### src/hdl/midi_byte_parser_defines.svh
// Assertion macros for the MIDI byte parser.
// Define NO_ASSERTIONS to compile every check away to nothing.
`ifndef MIDI_BYTE_PARSER_DEFINES_SVH
`define MIDI_BYTE_PARSER_DEFINES_SVH

`ifndef NO_ASSERTIONS
`define MBP_ASSERT_IMPLY(label, ante, cons) \
	label: assert property (@(posedge clk) disable iff (!arst_n) (ante) |-> (cons)) \
		else $error("MIDI parser check failed: same-cycle implication");
`define MBP_ASSERT_NEXT(label, ante, cons) \
	label: assert property (@(posedge clk) disable iff (!arst_n) (ante) |=> (cons)) \
		else $error("MIDI parser check failed: next-cycle implication");
`else
`define MBP_ASSERT_IMPLY(label, ante, cons)
`define MBP_ASSERT_NEXT(label, ante, cons)
`endif

`endif

### src/hdl/mbp_pkg.sv
// Shared types and constants of the MIDI byte parser.
// No dependencies; mbp_front, mbp_cmd_fifo, mbp_back and midi_byte_parser import this package.
`timescale 1ns / 1ps
`default_nettype none

package mbp_pkg;

	typedef enum logic [3:0] {
		KIND_CLOCK     = 4'd0,
		KIND_START     = 4'd1,
		KIND_CONTINUE  = 4'd2,
		KIND_STOP      = 4'd3,
		KIND_NOTE_OFF  = 4'd4,
		KIND_NOTE_ON   = 4'd5,
		KIND_CTRL      = 4'd6,
		KIND_PROGRAM   = 4'd7,
		KIND_BEND      = 4'd8
	} kind_t;

	typedef enum logic [1:0] {
		CMD_REALTIME = 2'd0,
		CMD_STATUS   = 2'd1,
		CMD_DATA     = 2'd2
	} cmd_cls_t;

	typedef struct packed {
		cmd_cls_t   cls;
		kind_t      rt_kind;
		logic [7:0] value;
	} cmd_t;

	localparam logic [7:0] RT_FIRST    = 8'hF8;
	localparam logic [7:0] RT_CLOCK    = 8'hF8;
	localparam logic [7:0] RT_START    = 8'hFA;
	localparam logic [7:0] RT_CONTINUE = 8'hFB;
	localparam logic [7:0] RT_STOP     = 8'hFC;

	localparam logic [3:0] NIB_NOTE_OFF = 4'h8;
	localparam logic [3:0] NIB_NOTE_ON  = 4'h9;
	localparam logic [3:0] NIB_CTRL     = 4'hB;
	localparam logic [3:0] NIB_PROGRAM  = 4'hC;
	localparam logic [3:0] NIB_BEND     = 4'hE;

	localparam int FIFO_DEPTH = 2;
	localparam int FIFO_PTR_W = $clog2(FIFO_DEPTH);
	localparam int FIFO_CNT_W = $clog2(FIFO_DEPTH + 1);

endpackage

`default_nettype wire

### src/hdl/mbp_in_if.sv
// Request channel carrying one received MIDI byte.
// Standalone interface; no dependencies.
`timescale 1ns / 1ps
`default_nettype none

interface mbp_in_if;
	logic       valid;
	logic       ready;
	logic [7:0] rx_byte;

	modport source (output valid, output rx_byte, input ready);
	modport sink (input valid, input rx_byte, output ready);
endinterface

`default_nettype wire

### src/hdl/mbp_out_if.sv
// Request channel carrying one decoded MIDI message.
// Standalone interface; no dependencies.
`timescale 1ns / 1ps
`default_nettype none

interface mbp_out_if;
	logic               valid;
	logic               ready;
	logic [3:0]         kind;
	logic [4:0]         chan;
	logic [6:0]         first_data;
	logic [6:0]         second_data;
	logic signed [13:0] bend_value;

	modport source (output valid, output kind, output chan, output first_data,
		output second_data, output bend_value, input ready);
	modport sink (input valid, input kind, input chan, input first_data,
		input second_data, input bend_value, output ready);
endinterface

`default_nettype wire

### src/hdl/mbp_front.sv
// Front end: accepts bytes and classifies them into queue commands.
// Depends on mbp_pkg and mbp_in_if.
`timescale 1ns / 1ps
`default_nettype none

module mbp_front import mbp_pkg::*; (
	mbp_in_if.sink     rx,
	output logic       push_valid,
	output cmd_t       push_cmd,
	input  logic       push_ready
);

	logic keep;

	always_comb begin
		push_cmd.cls     = CMD_DATA;
		push_cmd.rt_kind = KIND_CLOCK;
		push_cmd.value   = rx.rx_byte;
		keep             = 1'b1;
		if (rx.rx_byte >= RT_FIRST) begin
			push_cmd.cls = CMD_REALTIME;
			unique case (rx.rx_byte)
				RT_CLOCK:    push_cmd.rt_kind = KIND_CLOCK;
				RT_START:    push_cmd.rt_kind = KIND_START;
				RT_CONTINUE: push_cmd.rt_kind = KIND_CONTINUE;
				RT_STOP:     push_cmd.rt_kind = KIND_STOP;
				default:     keep = 1'b0;
			endcase
		end else if (rx.rx_byte[7]) begin
			push_cmd.cls = CMD_STATUS;
		end
	end

	// Undefined real-time bytes are taken and dropped here.
	assign rx.ready   = push_ready;
	assign push_valid = rx.valid && keep;

endmodule

`default_nettype wire

### src/hdl/mbp_cmd_fifo.sv
// Short command queue between the front end and the back end.
// Depends on mbp_pkg.
`timescale 1ns / 1ps
`default_nettype none

module mbp_cmd_fifo import mbp_pkg::*; (
	input  logic clk,
	input  logic arst_n,
	input  logic push_valid,
	input  cmd_t push_cmd,
	output logic push_ready,
	output logic pop_valid,
	output cmd_t pop_cmd,
	input  logic pop_ready
);

	cmd_t                  entries_q [FIFO_DEPTH];
	logic [FIFO_PTR_W-1:0] wr_ptr_q;
	logic [FIFO_PTR_W-1:0] rd_ptr_q;
	logic [FIFO_CNT_W-1:0] count_q;
	logic                  push;
	logic                  pop;

	assign push_ready = (count_q != FIFO_CNT_W'(FIFO_DEPTH));
	assign pop_valid  = (count_q != '0);
	assign pop_cmd    = entries_q[rd_ptr_q];
	assign push       = push_valid && push_ready;
	assign pop        = pop_valid && pop_ready;

	always_ff @(posedge clk or negedge arst_n) begin
		if (!arst_n) begin
			wr_ptr_q <= '0;
			rd_ptr_q <= '0;
			count_q  <= '0;
		end else begin
			if (push) begin
				wr_ptr_q <= wr_ptr_q + 1'b1;
			end
			if (pop) begin
				rd_ptr_q <= rd_ptr_q + 1'b1;
			end
			case ({push, pop})
				2'b10:   count_q <= count_q + 1'b1;
				2'b01:   count_q <= count_q - 1'b1;
				default: count_q <= count_q;
			endcase
		end
	end

	always_ff @(posedge clk) begin
		if (push) begin
			entries_q[wr_ptr_q] <= push_cmd;
		end
	end

endmodule

`default_nettype wire

### src/hdl/mbp_back.sv
// Back end: holds running status and partial data, builds messages.
// Depends on mbp_pkg and mbp_out_if.
`timescale 1ns / 1ps
`default_nettype none

module mbp_back import mbp_pkg::*; (
	input  logic        clk,
	input  logic        arst_n,
	input  logic        cmd_valid,
	input  cmd_t        cmd,
	output logic        cmd_ready,
	mbp_out_if.source   msg
);

	logic [7:0]         status_q;
	logic [6:0]         first_q;
	logic               bytes_q;
	logic               out_valid_q;
	kind_t              out_kind_q;
	logic [4:0]         out_chan_q;
	logic [6:0]         out_d1_q;
	logic [6:0]         out_d2_q;
	logic signed [13:0] out_bend_q;

	logic [7:0]         status_d;
	logic [6:0]         first_d;
	logic               bytes_d;
	logic               res_valid;
	kind_t              res_kind;
	logic [4:0]         res_chan;
	logic [6:0]         res_d1;
	logic [6:0]         res_d2;
	logic signed [13:0] res_bend;
	logic [4:0]         chan_calc;
	logic               pop;

	assign cmd_ready = !out_valid_q || msg.ready;
	assign pop       = cmd_valid && cmd_ready;
	assign chan_calc = {1'b0, status_q[3:0]} + 5'd1;

	always_comb begin
		status_d  = status_q;
		first_d   = first_q;
		bytes_d   = bytes_q;
		res_valid = 1'b0;
		res_kind  = KIND_CLOCK;
		res_chan  = 5'd1;
		res_d1    = '0;
		res_d2    = '0;
		res_bend  = '0;
		unique case (cmd.cls)
			CMD_REALTIME: begin
				res_valid = 1'b1;
				res_kind  = cmd.rt_kind;
			end
			CMD_STATUS: begin
				status_d = cmd.value;
				first_d  = '0;
				bytes_d  = 1'b0;
			end
			CMD_DATA: begin
				if (status_q != '0) begin
					res_chan = chan_calc;
					if (status_q[7:4] == NIB_PROGRAM) begin
						first_d   = '0;
						bytes_d   = 1'b0;
						res_valid = 1'b1;
						res_kind  = KIND_PROGRAM;
						res_d1    = cmd.value[6:0];
					end else if (!bytes_q) begin
						first_d = cmd.value[6:0];
						bytes_d = 1'b1;
					end else begin
						first_d = '0;
						bytes_d = 1'b0;
						unique case (status_q[7:4])
							NIB_NOTE_OFF: begin
								res_valid = 1'b1;
								res_kind  = KIND_NOTE_OFF;
								res_d1    = first_q;
								res_d2    = cmd.value[6:0];
							end
							NIB_NOTE_ON: begin
								res_valid = 1'b1;
								res_kind  = KIND_NOTE_ON;
								res_d1    = first_q;
								res_d2    = cmd.value[6:0];
							end
							NIB_CTRL: begin
								res_valid = 1'b1;
								res_kind  = KIND_CTRL;
								res_d1    = first_q;
								res_d2    = cmd.value[6:0];
							end
							NIB_BEND: begin
								// Subtracting the center flips the top bit of the 14-bit value.
								res_valid = 1'b1;
								res_kind  = KIND_BEND;
								res_bend  = signed'({~cmd.value[6], cmd.value[5:0], first_q});
							end
							default: begin
								res_valid = 1'b0;
							end
						endcase
					end
				end
			end
			default: begin
				res_valid = 1'b0;
			end
		endcase
	end

	always_ff @(posedge clk or negedge arst_n) begin
		if (!arst_n) begin
			status_q    <= '0;
			first_q     <= '0;
			bytes_q     <= 1'b0;
			out_valid_q <= 1'b0;
		end else begin
			if (pop) begin
				status_q <= status_d;
				first_q  <= first_d;
				bytes_q  <= bytes_d;
			end
			if (cmd_ready) begin
				out_valid_q <= pop && res_valid;
			end
		end
	end

	always_ff @(posedge clk) begin
		if (pop && res_valid) begin
			out_kind_q <= res_kind;
			out_chan_q <= res_chan;
			out_d1_q   <= res_d1;
			out_d2_q   <= res_d2;
			out_bend_q <= res_bend;
		end
	end

	assign msg.valid       = out_valid_q;
	assign msg.kind        = out_kind_q;
	assign msg.chan        = out_chan_q;
	assign msg.first_data  = out_d1_q;
	assign msg.second_data = out_d2_q;
	assign msg.bend_value  = out_bend_q;

endmodule

`default_nettype wire

### src/hdl/midi_byte_parser.sv
// MIDI byte parser with running status.
//
// Channel rx takes one received MIDI byte per request; channel msg returns
// one decoded message per request (kind, chan, first_data, second_data,
// bend_value). A request moves when valid and ready are both high.
// The front end classifies each byte and drops undefined real-time bytes;
// a two-entry command queue separates it from the back end, which holds the
// running status and any partial data byte and loads a registered output.
// Throughput is one byte per cycle while msg.ready stays high. A byte that
// produces a message is written into the command queue when it is taken;
// the back end pops it from the queue and loads the output register in the
// same cycle, once that register is free, and msg.valid then rises.
// Reset clears the running status, the partial data byte, the queue and the
// output valid flag; rx is ready as soon as reset is released.
// When the receiver stalls, the output register holds its message, the
// queue fills, and rx.ready drops once both queue entries are occupied.
// Depends on mbp_pkg, mbp_in_if, mbp_out_if, mbp_front, mbp_cmd_fifo, mbp_back.
`timescale 1ns / 1ps
`default_nettype none
`include "midi_byte_parser_defines.svh"

module midi_byte_parser import mbp_pkg::*; (
	input  logic       clk,
	input  logic       arst_n,
	mbp_in_if.sink     rx,
	mbp_out_if.source  msg
);

	logic push_valid;
	cmd_t push_cmd;
	logic push_ready;
	logic pop_valid;
	cmd_t pop_cmd;
	logic pop_ready;

	mbp_front u_front (
		.rx         (rx),
		.push_valid (push_valid),
		.push_cmd   (push_cmd),
		.push_ready (push_ready)
	);

	mbp_cmd_fifo u_fifo (
		.clk        (clk),
		.arst_n     (arst_n),
		.push_valid (push_valid),
		.push_cmd   (push_cmd),
		.push_ready (push_ready),
		.pop_valid  (pop_valid),
		.pop_cmd    (pop_cmd),
		.pop_ready  (pop_ready)
	);

	mbp_back u_back (
		.clk       (clk),
		.arst_n    (arst_n),
		.cmd_valid (pop_valid),
		.cmd       (pop_cmd),
		.cmd_ready (pop_ready),
		.msg       (msg)
	);

	`MBP_ASSERT_IMPLY(a_chan_range, msg.valid, (msg.chan >= 5'd1) && (msg.chan <= 5'd16))
	`MBP_ASSERT_IMPLY(a_bend_only, msg.valid && (msg.kind != KIND_BEND), msg.bend_value == 14'sd0)
	`MBP_ASSERT_NEXT(a_full_holds, !push_ready && !(pop_valid && pop_ready), !push_ready)

endmodule

`default_nettype wire

### src/flat_wrapper.sv
// flat-port wrapper written by rule: the top's interface ports become plain ports
module midi_byte_parser_flat import mbp_pkg::*;
  (clk, arst_n, rx_valid, rx_rx_byte, rx_ready, msg_valid, msg_kind, msg_chan, msg_first_data, msg_second_data, msg_bend_value, msg_ready);
  mbp_in_if rx_i ();
  mbp_out_if msg_i ();
  input  logic clk;
  input  logic arst_n;
  input wire logic [$bits(rx_i.valid)-1:0] rx_valid;
  input wire logic [$bits(rx_i.rx_byte)-1:0] rx_rx_byte;
  output wire logic [$bits(rx_i.ready)-1:0] rx_ready;
  output wire logic [$bits(msg_i.valid)-1:0] msg_valid;
  output wire logic [$bits(msg_i.kind)-1:0] msg_kind;
  output wire logic [$bits(msg_i.chan)-1:0] msg_chan;
  output wire logic [$bits(msg_i.first_data)-1:0] msg_first_data;
  output wire logic [$bits(msg_i.second_data)-1:0] msg_second_data;
  output wire logic [$bits(msg_i.bend_value)-1:0] msg_bend_value;
  input wire logic [$bits(msg_i.ready)-1:0] msg_ready;
  assign rx_i.valid = rx_valid;
  assign rx_i.rx_byte = rx_rx_byte;
  assign rx_ready = rx_i.ready;
  assign msg_valid = msg_i.valid;
  assign msg_kind = msg_i.kind;
  assign msg_chan = msg_i.chan;
  assign msg_first_data = msg_i.first_data;
  assign msg_second_data = msg_i.second_data;
  assign msg_bend_value = msg_i.bend_value;
  assign msg_i.ready = msg_ready;
  midi_byte_parser u_core (.clk(clk), .arst_n(arst_n), .rx(rx_i), .msg(msg_i));
endmodule
### config.mk
export PLATFORM = sky130hd
export DESIGN_NAME = midi_byte_parser_flat
export DESIGN_NICKNAME = d
export VERILOG_FILES = /design/src/hdl/mbp_pkg.sv /design/src/hdl/mbp_in_if.sv /design/src/hdl/mbp_out_if.sv /design/src/hdl/mbp_front.sv /design/src/hdl/mbp_cmd_fifo.sv /design/src/hdl/mbp_back.sv /design/src/hdl/midi_byte_parser.sv /design/src/flat_wrapper.sv
export VERILOG_INCLUDE_DIRS = /design/src /design/src/hdl
export SDC_FILE = /design/constraint.sdc
export NUM_CORES = 1
export LEC_CHECK = 0
export ABC_AREA = 0
export BUFFER_PORTS_ARGS = -buffer_cell sky130_fd_sc_hd__buf_2
export CAP_MARGIN = 5
export CELL_PAD_IN_SITES_DETAIL_PLACEMENT = 0
export CELL_PAD_IN_SITES_GLOBAL_PLACEMENT = 1
export CORE_UTILIZATION = 44
export CTS_BUF_LIST = sky130_fd_sc_hd__clkbuf_8
export CTS_CLUSTER_DIAMETER = 120
export CTS_CLUSTER_SIZE = 12
export DETAILED_ROUTE_END_ITERATION = 16
export PLACE_DENSITY_LB_ADDON = 0.2
export SLEW_MARGIN = 20
export SYNTH_ARGS = -nofsm -noshare
export SYNTH_HDL_FRONTEND = slang
export SYNTH_SLANG_ARGS = --single-unit
### constraint.sdc
create_clock -name clk -period 11.07 [get_ports clk]
set_input_delay 1.6605 -clock clk [delete_from_list [all_inputs] [get_ports clk]]
set_output_delay 1.6605 -clock clk [all_outputs]
set_load 0.01 [all_outputs]
==> out/results.txt <==
status: finished clean
ys async rst share: 25.6%
fin area: 4010 sq um
kind of critical path: in2reg
die area: 8280 sq um
Synth Area per Inst: 13.7 sq um
Max-slew headroom: 34.9%
DRC: 0
hold path startpoint: u_core.u_fifo.wr_ptr_q$_DFFE_PN0N_
crit-path max FO: 12
largest cells by area after synthesis: edfxtp_1 (53%), dfrtp_1 (15%), nor2_1 (3.6%)
Die H: 91.0 um
initial antenna violation count: 0
Clock Root Buffer: clkbuf_8
WHS: 0.503 ns
worst reg2reg endpoint: u_core.u_back.msg.bend_value[1]$_SDFFCE_PP0P_
Leak: 0.00156 uW
global-route wire length before repair: 10.1 mm
fin crit share: 28.1%
CP peak stage delay: 0.78 ns
WP buf/inv: 1
Global Route Usage Sum: 16.2%
Detailed Routing Iterations Pass 1: 6
Worst-Skew Late Latency: 0.34 ns
Main synth FF type: edfxtp_1
Arr. time, crit path: 3.07 ns
post-synthesis net count: 269
share of cells above drive strength 1: 26.3%
Routability Congestion: 0.777
CP Launch Type: input port
Reg2Reg Setup Slack: 8.76 ns
vias post-DR: 2180
postcts setup bufs: 0
Cell Area, Synth: 3480 sq um
max_cap viols: 0
CTS Buf Count: 9
Worst Hold Path EP: u_core.u_fifo.wr_ptr_q$_DFFE_PN0N_
slowest cell on the critical path: nor2_1
Ys Warns: 0
cell family with most CP delay: simple AND/OR/NAND/NOR gates
Max Clk Rate: 0.321 GHz
clk slew on worst S/H paths: 0.08 ns
class of the worst hold path: reg2reg
vias in the first global route: 1954
dpl cell area: 3830 sq um
Antenna Nets Post-Route: 0
antenna fix cells: 0
nets@finish: 323
Area Overhead vs Synth: 15.2%
total wire length: 6.28 mm
post-synth top area share: 52.6%
RSZ-0062 raised after global routing: no
Critical Path, Cell by Cell: buf_2 -> and3_1 -> nand3_1 -> o211ai_1 -> nor2_1
H-tree levels: 3
Iteration-0 DRC Markers: 122
core area: 7690 sq um
Critical Path Sink Type: register
final hold vios: 0
# rows: 32
Setup Skew: 0.0117 ns
Top Ports: 51
min Tclk post-route: 3.12 ns
endpoints failing setup: 0
Fill cells: 706
CTS Hold Bufs: 0
GR Overflow Total: 0
clk sinks: 82
CTS tree: done
Cell variety after synth: 47
Port Buf Inserts: 50
FF-to-FF path depth: 5
Pwr Density: 272 nW/um^2
Slew @ Worst Pin: 0.973 ns
Post-synth EDFFs: 61
maximum VDD drop: 0.000121 V
die width: 91.0 um
Setup Total Neg Slack: 0 ns
count of pins over their slew limit: 0
Min-Delay Path Depth: 1
Seq/Total Area, Yosys: 67.6%
HPWL after detailed placement: 4.50 mm
Mapped Cells: 254
CP Data Required Time: 11.03 ns
largest net degree at the start of global routing: 38
initial core utilization: 45.3%
clk buf depth: 2
Post-CTS Resized: 0
placed cell count: 399
Avg Vias per Cell: 5.27
Worst R2R Start: u_core.u_fifo.rd_ptr_q$_DFFE_PN0P_
area leader, netlist: edfxtp_1
routed len/inst: 15.2 um
Layout Cells excl Fill: 414
FF+latch count, synth: 82
-- how the worst max path moves through the flow --
stage                        startpoint                                       endpoint  slack, ns  cells past startpoint
final                     rx_rx_byte[5]        u_core.u_fifo.entries_q[0][7]$_DFFE_PP_       7.95                      5
after global routing      rx_rx_byte[5]        u_core.u_fifo.entries_q[1][9]$_DFFE_PP_       7.75                      5
after CTS                 rx_rx_byte[5]        u_core.u_fifo.entries_q[1][7]$_DFFE_PP_       7.93                      5
after detailed placement  rx_rx_byte[5]        u_core.u_fifo.entries_q[1][5]$_DFFE_PP_       7.56                      5
after global placement    rx_rx_byte[5]        u_core.u_fifo.entries_q[1][6]$_DFFE_PP_       7.60                      5
after floorplan               msg_ready  u_core.u_back.msg.bend_value[0]$_SDFFCE_PP0P_       5.87                      4
-- cell families after synthesis --
kind of cell,after synthesis,synth area share [%]
xor gates and xnor gates,8,2.01
adders and majority gates,3,1.08
muxes,11,3.20
DFF,82,67.6
AOI/OAI and AO/OA,50,11.6
and+or+nand+nor,81,11.8
buffers and inverters,19,2.66
-- flip-flops by register name, indices dropped and copies added (netlist names) --
signal                         cells
u_core.u_back.bytes_q              1
u_core.u_back.first_q              7
u_core.u_back.msg.bend_value      14
u_core.u_back.msg.chan             5
u_core.u_back.msg.first_data       7
u_core.u_back.msg.kind             4
u_core.u_back.msg.second_data      7
u_core.u_back.msg.valid            1
u_core.u_back.status_q             8
u_core.u_fifo.count_q              2
u_core.u_fifo.entries_q           24
u_core.u_fifo.rd_ptr_q             1
u_core.u_fifo.wr_ptr_q             1
-- synthesized netlist by cell type, types with 4 or more instances --
master and number:
dfrtp_1 21, nor2_1 33, nand3_1 5, o211ai_1 9, and2_1 8, o2bb2ai_1 7
nand2_1 13, mux2i_1 10, o21ai_0 4, inv_1 9, xnor2_1 6, edfxtp_1 61
o211ai_2 7, a21oi_1 11, clkbuf_1 4
-- layer usage --
metal	share of wire, %	GRT usage [%]
met5	0	0
met1	48	22.1
met3	3.9	2.68
met4	1.8	7.94
met2	46	25.4
-- cells in the final DEF, fill, tap and decap left out, types with 4 or more instances in the layout --
cell type   n
o2bb2ai_1   7
xnor2_1     6
o211ai_2    7
o21ai_0     4
nor2_1     33
nand3_1     5
a21oi_1    11
buf_2      50
inv_1       9
clkbuf_8    9
and2_1      8
nand2_1    13
dfrtp_1    21
o211ai_1    9
edfxtp_1   61
mux2i_1    10
-- metrics by stage --
step	setup WS, ns	util [%]	total power [uW]
after global placement	7.60	49.8	894
after floorplan	5.87	-	784
after CTS	7.93	52.2	1100
final	7.95	52.2	1090
after global routing	7.75	52.2	1160
after detailed placement	7.56	49.8	904
-- where the power goes --
group | internal, uW | total, uW | switching [uW]
registers | 459 | 532 | 72.5
clock network | 101 | 202 | 101
logic | 142 | 358 | 217
-- worst reg2reg max path: cells and delay by family (launching register included) --
| kind | cells | cell delay, ns |
|---|---|---|
| DFF | 1 | 0.81 |
| and+or+nand+nor | 2 | 0.70 |
| buffers and inverters | 2 | 0.48 |
| AOI/OAI and AO/OA | 1 | 0.20 |
-- cell type report --
cell class                 count  area [sq um]  share of cell area, %
sequential                    82          2360                   58.7
clock buffer                   9           124                   3.09
inverter                       9          33.8                  0.842
tap                          102           128                   3.18
timing repair buffer          53           273                   6.80
multi-input combinational    153          1040                   25.9
clock inverter                 6          58.8                   1.47
Power figures use the tool's default switching activity.
